<file path="config.mk">
export PLATFORM = sky130hd
export DESIGN_NAME = reno_congestion_window_flat
export DESIGN_NICKNAME = d
export VERILOG_FILES = /design/src/rtl/rcw_pkg.sv /design/src/rtl/rcw_in_if.sv /design/src/rtl/rcw_out_if.sv /design/src/rtl/reno_congestion_window.sv /design/src/flat_wrapper.sv
export SDC_FILE = /design/constraint.sdc
export NUM_CORES = 1
export LEC_CHECK = 0
export BUFFER_PORTS_ARGS = -buffer_cell sky130_fd_sc_hd__buf_4
export CELL_PAD_IN_SITES_DETAIL_PLACEMENT = 2
export CELL_PAD_IN_SITES_GLOBAL_PLACEMENT = 2
export CORE_ASPECT_RATIO = 1.1
export CORE_MARGIN = 2
export CORE_UTILIZATION = 40
export DETAILED_ROUTE_END_ITERATION = 10
export GPL_TIMING_DRIVEN = 0
export PLACE_DENSITY_LB_ADDON = 0.05
export SLEW_MARGIN = 20
export SYNTH_ARGS = -nofsm -noshare
export SYNTH_HDL_FRONTEND = slang
export SYNTH_SLANG_ARGS = --single-unit
export TNS_END_PERCENT = 100
</file>
<file path="constraint.sdc">
create_clock -name clk -period 14.8 [get_ports clk]
set_clock_uncertainty 0.2 [all_clocks]
set_input_delay 1.48 -clock clk [delete_from_list [all_inputs] [get_ports clk]]
set_output_delay 1.48 -clock clk [all_outputs]
set_load 0.01 [all_outputs]
</file>
<file path="src/rtl/rcw_pkg.sv">
// Package with the constants, types and helper functions of the Reno congestion window.
`timescale 1ns / 1ps
package rcw_pkg;

  localparam int FRAC_BITS = 16;
  localparam int WORD_W = 32;
  localparam int INIT_THRESH_W = 16;
  localparam int PHASE_W = 2;
  localparam int DUP_W = 4;
  localparam int CFG_IDX_W = 1;

  localparam int DIVISOR_W = WORD_W - FRAC_BITS;
  localparam int REM_W = DIVISOR_W + 1;
  localparam int QUO_W = FRAC_BITS + 1;
  localparam int DIV_CNT_W = $clog2(FRAC_BITS + 1);

  localparam logic [WORD_W-1:0] FX_ONE = WORD_W'(1) << FRAC_BITS;
  localparam logic [WORD_W-1:0] WORD_MAX = '1;

  localparam logic [PHASE_W-1:0] PH_SLOW = 2'd0;
  localparam logic [PHASE_W-1:0] PH_AVOID = 2'd1;
  localparam logic [PHASE_W-1:0] PH_RECOVER = 2'd2;

  localparam logic [DUP_W-1:0] DUP_ENTER = 4'd3;
  localparam logic [DUP_W-1:0] DUP_MAX = 4'd15;

  localparam logic CMD_ACK = 1'b0;
  localparam logic CMD_TIMEOUT = 1'b1;

  localparam logic [CFG_IDX_W-1:0] CFG_INIT_THRESH = 1'b0;
  localparam logic [CFG_IDX_W-1:0] CFG_FINAL_BASE = 1'b1;

  localparam logic [INIT_THRESH_W-1:0] INIT_THRESH_RST = 16'd30;
  localparam logic [WORD_W-1:0] FINAL_BASE_RST = 32'd2;
  localparam logic [WORD_W-1:0] BASE_RST = 32'd1;
  localparam logic [INIT_THRESH_W-1:0] RECOVER_INFLATE = 16'd3;

  typedef enum logic [2:0] {
    ST_IDLE = 3'b001,
    ST_DIV  = 3'b010,
    ST_OUT  = 3'b100
  } state_t;

  function automatic logic [WORD_W-1:0] sat_add(input logic [WORD_W-1:0] a,
                                                input logic [WORD_W-1:0] b);
    logic [WORD_W:0] s;
    s = {1'b0, a} + {1'b0, b};
    return s[WORD_W] ? WORD_MAX : s[WORD_W-1:0];
  endfunction

  function automatic logic [WORD_W-1:0] whole_to_fixed(input logic [INIT_THRESH_W-1:0] segs);
    logic [WORD_W+INIT_THRESH_W-1:0] v;
    v = {{WORD_W{1'b0}}, segs} << FRAC_BITS;
    return (v[WORD_W+INIT_THRESH_W-1:WORD_W] != '0) ? WORD_MAX : v[WORD_W-1:0];
  endfunction

endpackage

</file>
<file path="src/rtl/rcw_in_if.sv">
// Input channel carrying acknowledgment and timeout events.
`timescale 1ns / 1ps
interface rcw_in_if import rcw_pkg::*; ();
  logic              valid;
  logic              ready;
  logic              cmd;
  logic [WORD_W-1:0] ack_number;
  logic              ack_flag_set;

  modport source(output valid, cmd, ack_number, ack_flag_set, input ready);
  modport sink(input valid, cmd, ack_number, ack_flag_set, output ready);
endinterface

</file>
<file path="src/rtl/rcw_out_if.sv">
// Result channel carrying the congestion state after each event.
`timescale 1ns / 1ps
interface rcw_out_if import rcw_pkg::*; ();
  logic               valid;
  logic               ready;
  logic [WORD_W-1:0]  window_size;
  logic [WORD_W-1:0]  slow_start_threshold;
  logic [PHASE_W-1:0] phase;
  logic               retransmit;
  logic [WORD_W-1:0]  window_base;
  logic               transfer_done;
  logic [DUP_W-1:0]   duplicate_count;

  modport source(output valid, window_size, slow_start_threshold, phase, retransmit,
                 window_base, transfer_done, duplicate_count, input ready);
  modport sink(input valid, window_size, slow_start_threshold, phase, retransmit,
               window_base, transfer_done, duplicate_count, output ready);
endinterface

</file>
<file path="src/rtl/reno_congestion_window.sv">
// Reno-style sender congestion window with an iterative reciprocal divider.
//
// Each input transfer is an acknowledgment or a timeout and yields exactly one
// result transfer with the updated window, threshold, phase, base, duplicate count,
// done flag and a retransmit pulse. Window and threshold are unsigned fixed point with
// FRAC_BITS fraction bits. Most events pass from the input transfer through ST_OUT to the
// result register. A new acknowledgment in congestion avoidance first passes through
// ST_DIV, the serial restoring divider that forms one over the whole-segment window one
// quotient bit per cycle, before it reaches ST_OUT. The input is not ready
// while an event is in progress; a finished result waits in the output register while
// the next event is taken. Configuration writes are meant for idle periods only.
`timescale 1ns / 1ps
module reno_congestion_window import rcw_pkg::*; (
  input  logic                 clk,
  input  logic                 rst_n,
  rcw_in_if.sink               in_ch,
  rcw_out_if.source            out_ch,
  input  logic                 cfg_we,
  input  logic [CFG_IDX_W-1:0] cfg_index,
  input  logic [WORD_W-1:0]    cfg_data
);

  state_t                  state_r, state_nxt;
  logic [WORD_W-1:0]       final_base_r, final_base_nxt;
  logic [WORD_W-1:0]       cwnd_r, cwnd_nxt;
  logic [WORD_W-1:0]       thresh_r, thresh_nxt;
  logic [PHASE_W-1:0]      phase_r, phase_nxt;
  logic [DUP_W-1:0]        dup_r, dup_nxt;
  logic [WORD_W-1:0]       base_r, base_nxt;
  logic                    done_r, done_nxt;
  logic                    rexmit_r, rexmit_nxt;
  logic [DIV_CNT_W-1:0]    div_cnt_r, div_cnt_nxt;
  logic [REM_W-1:0]        rem_r, rem_nxt;
  logic [QUO_W-1:0]        quo_r, quo_nxt;
  logic [DIVISOR_W-1:0]    divisor_r, divisor_nxt;
  logic                    out_valid_r, out_valid_nxt;
  logic [WORD_W-1:0]       out_cwnd_r, out_thresh_r, out_base_r;
  logic [PHASE_W-1:0]      out_phase_r;
  logic                    out_rexmit_r, out_done_r;
  logic [DUP_W-1:0]        out_dup_r;

  logic                    accept;
  logic                    load_out;
  logic                    new_ack;
  logic [DUP_W-1:0]        dup_inc;
  logic [WORD_W-1:0]       base_after;
  logic [DIVISOR_W-1:0]    whole;
  logic [REM_W-1:0]        rem_sh;
  logic                    div_ge;
  logic [QUO_W-1:0]        quo_fin;

  assign in_ch.ready = (state_r == ST_IDLE);
  assign accept = in_ch.valid && in_ch.ready;
  assign load_out = (state_r == ST_OUT) && (!out_valid_r || out_ch.ready);

  assign new_ack = in_ch.ack_flag_set && (in_ch.ack_number >= base_r);
  assign dup_inc = (dup_r != DUP_MAX) ? dup_r + 4'd1 : dup_r;
  assign base_after = new_ack ? in_ch.ack_number + 32'd1 : base_r;
  assign whole = cwnd_r[WORD_W-1:FRAC_BITS];

  assign rem_sh = {rem_r[REM_W-2:0], (div_cnt_r == DIV_CNT_W'(FRAC_BITS))};
  assign div_ge = rem_sh >= {1'b0, divisor_r};
  assign quo_fin = {quo_r[QUO_W-2:0], div_ge};

  always_comb begin
    state_nxt = state_r;
    final_base_nxt = final_base_r;
    cwnd_nxt = cwnd_r;
    thresh_nxt = thresh_r;
    phase_nxt = phase_r;
    dup_nxt = dup_r;
    base_nxt = base_r;
    done_nxt = done_r;
    rexmit_nxt = rexmit_r;
    div_cnt_nxt = div_cnt_r;
    rem_nxt = rem_r;
    quo_nxt = quo_r;
    divisor_nxt = divisor_r;
    out_valid_nxt = out_valid_r && !out_ch.ready;

    unique case (state_r)
      ST_IDLE: begin
        if (accept) begin
          state_nxt = ST_OUT;
          rexmit_nxt = 1'b0;
          if (in_ch.cmd == CMD_TIMEOUT) begin
            thresh_nxt = cwnd_r >> 1;
            cwnd_nxt = FX_ONE;
            phase_nxt = PH_SLOW;
            dup_nxt = '0;
            rexmit_nxt = 1'b1;
          end else begin
            if (new_ack) begin
              dup_nxt = '0;
              priority case (phase_r)
                PH_SLOW: begin
                  cwnd_nxt = sat_add(cwnd_r, FX_ONE);
                  if (sat_add(cwnd_r, FX_ONE) > thresh_r) begin
                    phase_nxt = PH_AVOID;
                  end
                end
                PH_AVOID: begin
                  state_nxt = ST_DIV;
                  divisor_nxt = (whole == '0) ? DIVISOR_W'(1) : whole;
                  div_cnt_nxt = DIV_CNT_W'(FRAC_BITS);
                  rem_nxt = '0;
                  quo_nxt = '0;
                end
                default: begin
                  phase_nxt = PH_AVOID;
                  cwnd_nxt = thresh_r;
                end
              endcase
            end else begin
              dup_nxt = dup_inc;
              if (phase_r != PH_RECOVER && dup_inc == DUP_ENTER) begin
                phase_nxt = PH_RECOVER;
                thresh_nxt = cwnd_r >> 1;
                cwnd_nxt = sat_add(cwnd_r >> 1, whole_to_fixed(RECOVER_INFLATE));
                rexmit_nxt = 1'b1;
              end else if (phase_r == PH_RECOVER) begin
                cwnd_nxt = sat_add(cwnd_r, FX_ONE);
              end
            end
            base_nxt = base_after;
            if (base_after == final_base_r) begin
              done_nxt = 1'b1;
            end
          end
        end
      end
      ST_DIV: begin
        rem_nxt = div_ge ? rem_sh - {1'b0, divisor_r} : rem_sh;
        quo_nxt = quo_fin;
        div_cnt_nxt = div_cnt_r - DIV_CNT_W'(1);
        if (div_cnt_r == '0) begin
          cwnd_nxt = sat_add(cwnd_r, {{(WORD_W-QUO_W){1'b0}}, quo_fin});
          state_nxt = ST_OUT;
        end
      end
      ST_OUT: begin
        if (load_out) begin
          out_valid_nxt = 1'b1;
          state_nxt = ST_IDLE;
        end
      end
      default: begin
        state_nxt = ST_IDLE;
      end
    endcase

    if (cfg_we) begin
      unique case (cfg_index)
        CFG_INIT_THRESH: begin
          thresh_nxt = whole_to_fixed(cfg_data[INIT_THRESH_W-1:0]);
        end
        CFG_FINAL_BASE: begin
          final_base_nxt = cfg_data;
        end
        default: begin
        end
      endcase
    end
  end

  always_ff @(posedge clk) begin
    if (!rst_n) begin
      state_r <= ST_IDLE;
      final_base_r <= FINAL_BASE_RST;
      cwnd_r <= FX_ONE;
      thresh_r <= whole_to_fixed(INIT_THRESH_RST);
      phase_r <= PH_SLOW;
      dup_r <= '0;
      base_r <= BASE_RST;
      done_r <= 1'b0;
      rexmit_r <= 1'b0;
      div_cnt_r <= '0;
      out_valid_r <= 1'b0;
    end else begin
      state_r <= state_nxt;
      final_base_r <= final_base_nxt;
      cwnd_r <= cwnd_nxt;
      thresh_r <= thresh_nxt;
      phase_r <= phase_nxt;
      dup_r <= dup_nxt;
      base_r <= base_nxt;
      done_r <= done_nxt;
      rexmit_r <= rexmit_nxt;
      div_cnt_r <= div_cnt_nxt;
      out_valid_r <= out_valid_nxt;
    end
  end

  always_ff @(posedge clk) begin
    rem_r <= rem_nxt;
    quo_r <= quo_nxt;
    divisor_r <= divisor_nxt;
    if (load_out) begin
      out_cwnd_r <= cwnd_r;
      out_thresh_r <= thresh_r;
      out_phase_r <= phase_r;
      out_rexmit_r <= rexmit_r;
      out_base_r <= base_r;
      out_done_r <= done_r;
      out_dup_r <= dup_r;
    end
  end

  assign out_ch.valid = out_valid_r;
  assign out_ch.window_size = out_cwnd_r;
  assign out_ch.slow_start_threshold = out_thresh_r;
  assign out_ch.phase = out_phase_r;
  assign out_ch.retransmit = out_rexmit_r;
  assign out_ch.window_base = out_base_r;
  assign out_ch.transfer_done = out_done_r;
  assign out_ch.duplicate_count = out_dup_r;

endmodule

</file>
<file path="src/flat_wrapper.sv">
// flat-port wrapper written by rule: the top's interface ports become plain ports
module reno_congestion_window_flat import rcw_pkg::*;
  (clk, rst_n, cfg_we, cfg_index, cfg_data, in_ch_valid, in_ch_cmd, in_ch_ack_number, in_ch_ack_flag_set, in_ch_ready, out_ch_valid, out_ch_window_size, out_ch_slow_start_threshold, out_ch_phase, out_ch_retransmit, out_ch_window_base, out_ch_transfer_done, out_ch_duplicate_count, out_ch_ready);
  rcw_in_if in_ch_i ();
  rcw_out_if out_ch_i ();
  input  logic clk;
  input  logic rst_n;
  input  logic cfg_we;
  input  logic [CFG_IDX_W-1:0] cfg_index;
  input  logic [WORD_W-1:0] cfg_data;
  input wire logic [$bits(in_ch_i.valid)-1:0] in_ch_valid;
  input wire logic [$bits(in_ch_i.cmd)-1:0] in_ch_cmd;
  input wire logic [$bits(in_ch_i.ack_number)-1:0] in_ch_ack_number;
  input wire logic [$bits(in_ch_i.ack_flag_set)-1:0] in_ch_ack_flag_set;
  output wire logic [$bits(in_ch_i.ready)-1:0] in_ch_ready;
  output wire logic [$bits(out_ch_i.valid)-1:0] out_ch_valid;
  output wire logic [$bits(out_ch_i.window_size)-1:0] out_ch_window_size;
  output wire logic [$bits(out_ch_i.slow_start_threshold)-1:0] out_ch_slow_start_threshold;
  output wire logic [$bits(out_ch_i.phase)-1:0] out_ch_phase;
  output wire logic [$bits(out_ch_i.retransmit)-1:0] out_ch_retransmit;
  output wire logic [$bits(out_ch_i.window_base)-1:0] out_ch_window_base;
  output wire logic [$bits(out_ch_i.transfer_done)-1:0] out_ch_transfer_done;
  output wire logic [$bits(out_ch_i.duplicate_count)-1:0] out_ch_duplicate_count;
  input wire logic [$bits(out_ch_i.ready)-1:0] out_ch_ready;
  assign in_ch_i.valid = in_ch_valid;
  assign in_ch_i.cmd = in_ch_cmd;
  assign in_ch_i.ack_number = in_ch_ack_number;
  assign in_ch_i.ack_flag_set = in_ch_ack_flag_set;
  assign in_ch_ready = in_ch_i.ready;
  assign out_ch_valid = out_ch_i.valid;
  assign out_ch_window_size = out_ch_i.window_size;
  assign out_ch_slow_start_threshold = out_ch_i.slow_start_threshold;
  assign out_ch_phase = out_ch_i.phase;
  assign out_ch_retransmit = out_ch_i.retransmit;
  assign out_ch_window_base = out_ch_i.window_base;
  assign out_ch_transfer_done = out_ch_i.transfer_done;
  assign out_ch_duplicate_count = out_ch_i.duplicate_count;
  assign out_ch_i.ready = out_ch_ready;
  reno_congestion_window u_core (.clk(clk), .rst_n(rst_n), .in_ch(in_ch_i), .out_ch(out_ch_i), .cfg_we(cfg_we), .cfg_index(cfg_index), .cfg_data(cfg_data));
endmodule
</file>
# Word-level counts from Yosys, hierarchy flattened
# Cells that the tools add are included.
[classes] addsub=7 n_lt_le_gt_ge=3 eq_ne=20 muxes=51 bitwise=1 n_reduce_logical=22
[ops] operator="$mux W32" count=17
[ops] operator="$pmux W32 S2" count=2
[ops] operator="$mux W16" count=5
[ops] operator="$pmux W16 S2" count=2
[ops] operator="$add A32 B17 Y33" count=1
[ops] operator="$add A32 B17 Y33 const B" count=1
[ops] operator="$add A31 B18 Y32 const B" count=1
[ops] operator="$add A32 B1 Y32 const B" count=1
[ops] operator="$eq A32 B32 Y1" count=1
[ops] operator="$ge A32 B32 Y1" count=1
[ops] operator="$gt A32 B32 Y1" count=1
[ops] operator="$mux W5" count=4
[ops] operator="$reduce_and A5 Y1" count=4
[ops] operator="$mux W3" count=6
[ops] operator="$ge A17 B16 Y1" count=1
[ops] operator="$logic_not A16 Y1" count=1
[ops] operator="$sub A16 B16 Y16" count=1
[ops] operator="$mux W4" count=3
[ops] operator="$ne A4 B4 Y1 const B" count=3
[ops] operator="$ne A2 B2 Y1 const B" count=5
[ops] operator="$pmux W5 S2" count=1
[ops] operator="$pmux W3 S3" count=1
[ops] operator="$mux W2" count=4
[ops] operator="$reduce_and A3 Y1" count=2
[ops] operator="other kinds (24)" count=35
[totals] register_bits=297 input_bits=72 out_inout_bits=106 wordCells=125

# Depth between registers and ports, before layout
[logic_depth] depth_word=11 depth_mapped=29 ltp_nobuf=25

# Worst setup path before layout
# Ideal clock, no wire load.
[synth_timing] path_type="in2reg" startpoint="input port in_ch_ack_number[14]" endpoint="register u_core.quo_r[0], enable pin" setup_time_ps=466 arrival_ps=5594 required_time_ps=14134 path_slack_ps=8541 cell_stages=11 n_path_buf=2 cell_sequence="ha_1 > nand4_2 > nor3_2 > or4b_1 > nand4_1 > o21ai_2 > buf_6 > buf_8 > nor2_4 > nand3b_1 > o21ai_0"
[synth_via] elab_chain_cells=4
[synth_rtl] element="start, declared" line="flat_wrapper.sv:13" source="input wire logic [$bits(in_ch_i.ack_number)-1:0] in_ch_ack_number;"
[synth_rtl] element="$ge A32 B32 Y1" line="reno_congestion_window.sv:56" source="assign new_ack = in_ch.ack_flag_set && (in_ch.ack_number >= base_r);"
[synth_rtl] element="$logic_and A1 B1 Y1" line="reno_congestion_window.sv:56"
[synth_rtl] element="$ne A2 B2 Y1 (no source line)"
[synth_rtl] element="$reduce_and A5 Y1 (no source line)"
[synth_rtl] element="end signal, assigned" line="reno_congestion_window.sv:196" source="quo_r <= quo_nxt;"
[synth_rtl] element="end, declared" line="reno_congestion_window.sv:34" source="logic [QUO_W-1:0] quo_r, quo_nxt;"
# Every way passes these cells.
# A chain may end at the register's enable or synchronous reset.

# Final worst setup path
[layout_timing] startpoint="register u_core.div_cnt_r[2]" endpoint="register u_core.cwnd_r[6]"
[layout_via] elab_chain_cells=6 word_cells_on_any_way=9 cone_classes="add/sub: 1; order compare: 1; eq/ne: 2; mux: 3; reduce/logical: 2"
[layout_rtl] element="start, declared" line="reno_congestion_window.sv:32" source="logic [DIV_CNT_W-1:0] div_cnt_r, div_cnt_nxt;"
[layout_rtl] element="start signal, assigned" line="reno_congestion_window.sv:189" source="div_cnt_r <= div_cnt_nxt;"
[layout_rtl] element="$eq A5 B5 Y1" line="reno_congestion_window.sv:61" source="assign rem_sh = {rem_r[REM_W-2:0], (div_cnt_r == DIV_CNT_W'(FRAC_BITS))};"
[layout_rtl] element="$ge A17 B16 Y1" line="reno_congestion_window.sv:62" source="assign div_ge = rem_sh >= {1'b0, divisor_r};"
[layout_rtl] element="net u_core.div_ge" line="reno_congestion_window.sv:49" source="logic div_ge;"
[layout_rtl] element="$add A32 B17 Y33" line="rcw_pkg.sv:47" source="s = {1'b0, a} + {1'b0, b};"
[layout_rtl] element="$mux W32" line="rcw_pkg.sv:48" source="return s[WORD_W] ? WORD_MAX : s[WORD_W-1:0];"
[layout_rtl] element="$mux W32" line="reno_congestion_window.sv:136" source="if (div_cnt_r == '0) begin"
[layout_rtl] element="$pmux W32 S2" line="reno_congestion_window.sv:81" source="unique case (state_r)"
[layout_rtl] element="end signal, assigned" line="reno_congestion_window.sv:182" source="cwnd_r <= cwnd_nxt;"
[layout_rtl] element="end, declared" line="reno_congestion_window.sv:25" source="logic [WORD_W-1:0] cwnd_r, cwnd_nxt;"
# The timed path passes the listed nets, and every way through them passes these cells. The select of a mux whose other input is x is not followed.

==> impl_metrics.tcl <==
set metrics [dict create \
    synth.top_cell.area_share_pct 26.23 \
    hp-class "flip-flop to flip-flop" \
    drv_cap 0 \
    hpwl_um 56180 \
    place.gp.congestion 0.9119 \
    wire_per_inst_um 26.68 \
    cts_tree "done" \
    clk_pin_slew_ns 0.06 \
    dieWidth_um 202.9 \
    critPathCaptureType "flip-flop" \
    synth-seq-cells 297 \
    slew_headroom_pct 37.58 \
    totalWireLength_um 72850 \
    yosys.cell_count.top_type "nand2_1" \
    regArea_um2 7467 \
    setup_viol 0 \
    seq_power_share_pct 42.1 \
    grt_pass1_wl_um 110000 \
    worst_ep_arrival_time_ns 7.43 \
    core_area_um2 43140 \
    avgSynthCellArea_um2 9.117 \
    clockRootBuffer "clkbuf_16" \
    period_share_pct 48.32 \
    fin_cells 2730 \
    ctsResizeCount 0 \
    criticalPathCategory "flip-flop to flip-flop" \
    die_h_um 222.8 \
    cts_post_setup_buffers_inserted 0 \
    worst_pin_slew_ns 0.9328 \
    synth_nets 2088 \
    power.share.switching_pct 30.27 \
    ys_seq_area_share_pct 42.90 \
    synth_edf_count 152 \
    cts_buffers 36 \
    async_reset_ff_share_pct 0 \
    max_stage_delay_ns 0.53 \
    firstDrtPassIters 5 \
    antenna_found_initial 5 \
    syn_area_um2 17400 \
    syn2layout_area_growth_pct 18.86 \
    die_area_um2 45200 \
    synth_cells 1909 \
    p_sw_uw 678.1 \
    drv_slew 0 \
    status "completed" \
    htree_levels 2 \
    grt_max_degree 38 \
    num_rows 80 \
    synth_largest_area_cell "edfxtp_1" \
    dpl.cell_count 2664 \
    power-per-cell-area_nw_per_um2 108.3 \
    synth.distinct_cells 85 \
    viasPerCell 5.808 \
    n_fill_cell 4703 \
    synthTopCellsByArea "edfxtp_1, dfxtp_1, ha_1" \
    drt_iter0_markers 864 \
    power_frac_comb_pct 19.0 \
    path_max_fanout 10 \
    cts-hold-fix-buffers 0 \
    yosys_warnings 0 \
    cts.sinks 297 \
    overflow 0 \
    grt_pass1_vias 17830 \
    insertion_delay_ns 0.56 \
    p_int_mw 1.562 \
    gr-usage-all-layers_pct 32.22 \
    cp_slowest_cell "clkbuf_1" \
    crit_top_cell "o21ai_1" \
    max_freq_mhz 139.8 \
    drc 0 \
    vdd_drop_max_mv 0.08945 \
    rsz0062_at_grt "no" \
    clk_path_buf_depth 3 \
    startpoint_type "flip-flop" \
    post_route_cells_drive_above_1_share_pct 13.97 \
    io-pin-count 178 \
    ant_nets 0 \
    pwr-share-clk_pct 38.9 \
    fin_nets 2307 \
    vias 15860 \
    power_leakage_nw 8.280 \
    tns_ns 0 \
    fin_crit_ns 7.151 \
    synthTopCellsByCount "nand2_1, edfxtp_1, dfxtp_1, nor2_1, inv_1" \
    multiInputGateArea_um2 8944 \
    cp_data_required_time_ns 15.08 \
    p_total_mw 2.240 \
    start_util_pct 40.34 \
    final_hold_viol_count 0 \
    ys.flop_type "edfxtp_1" \
    final_util_pct 47.95 \
    place.port_buffers 176 \
]
==> flip-flops by register name, summed over array words and instances, names as in the netlist, 32 cells and up <==
| signal | count |
|---|---|
| u_core.out_ch.window_size | 32 |
| u_core.final_base_r | 32 |
| u_core.out_ch.slow_start_threshold | 32 |
| u_core.thresh_r | 32 |
| u_core.out_ch.window_base | 32 |
| u_core.cwnd_r | 32 |
| u_core.base_r | 32 |
==> layout by cell type, fill, tap and decap left out, types with 68 or more instances in the layout <==
cell | synthesis | layout
clkbuf_1 | 87 | 95
o21ai_0 | 71 | 70
dfxtp_1 | 145 | 145
xnor2_1 | 68 | 68
nand2_1 | 273 | 273
edfxtp_1 | 152 | 152
ha_1 | 105 | 105
inv_1 | 131 | 131
buf_4 | 5 | 182
a21oi_1 | 106 | 106
nor2_1 | 139 | 138
==> metrics by stage <==
step / cell area, um^2 / setup slack [ns] / hold WS [ns]
floorplan: 17400 / 8.541 / 0.2064
global placement: 19440 / 6.181 / 0.2126
detailed placement: 19550 / 7.743 / 0.2242
CTS: 20680 / 7.649 / 0.2305
global route: 20680 / 7.189 / 0.2389
finish: 20690 / 7.649 / 0.2362
==> cells by family after synthesis <==
logic type                 synth area share, %
and+or+nand+nor                          17.66
AOI/OAI and AO/OA                        18.20
muxes                                    2.236
adders and majority gates                7.779
DFF                                      42.90
xor gates and xnor gates                 5.370
buffers and inverters                    5.845
==> path summary, 6_finish.rpt <==
path	startpoint	end	slack, ns	depth (start not counted)
setup / recovery	u_core.div_cnt_r[2]	u_core.cwnd_r[6]	7.65	28
hold / removal	u_core.cwnd_r[25]	u_core.out_ch.window_size[25]	0.24	0
setup reg to reg	u_core.div_cnt_r[2]	u_core.cwnd_r[6]	7.65	28
hold reg to reg	u_core.cwnd_r[25]	u_core.out_ch.window_size[25]	0.24	0
==> critical path, delay by kind of cell, from the launching register on <==
| family | cells | cell delay [ns] |
|---|---|---|
| AND/OR/NAND/NOR | 5 | 0.78 |
| AO/OA/AOI/OAI | 15 | 3.18 |
| flip-flops | 1 | 0.33 |
| adder cells (fa/ha/maj) | 3 | 0.97 |
| buffers and inverters | 5 | 1.59 |
==> per-layer routing <==
layer	global-route usage [%]	part of all wire [%]
met1	36.72	39
met2	59.75	52
met3	4.371	4.0
met4	13.85	4.5
met5	0	0.052
==> power by group through the flow <==
| stage | logic [mW] | registers (mW) | clock network [mW] |
|---|---|---|---|
| after global placement | 0.398 | 0.959 | 0 |
| final | 0.426 | 0.943 | 0.872 |
| after floorplan | 0.238 | 0.951 | 0 |
| after global routing | 0.458 | 0.945 | 0.911 |
| after CTS | 0.424 | 0.942 | 0.887 |
| after detailed placement | 0.419 | 0.959 | 0 |
==> final cells by class <==
type	count	share of cell area, %
buffer	118	2.522
inverter	132	2.395
tap	574	3.472
timing repair buffer	181	6.804
clock inverter	13	0.4355
antenna	2	0.02419
sequential	297	36.10
clock buffer	51	5.020
multi-input combinational	1362	43.23
(Power assumes the default switching activity.)
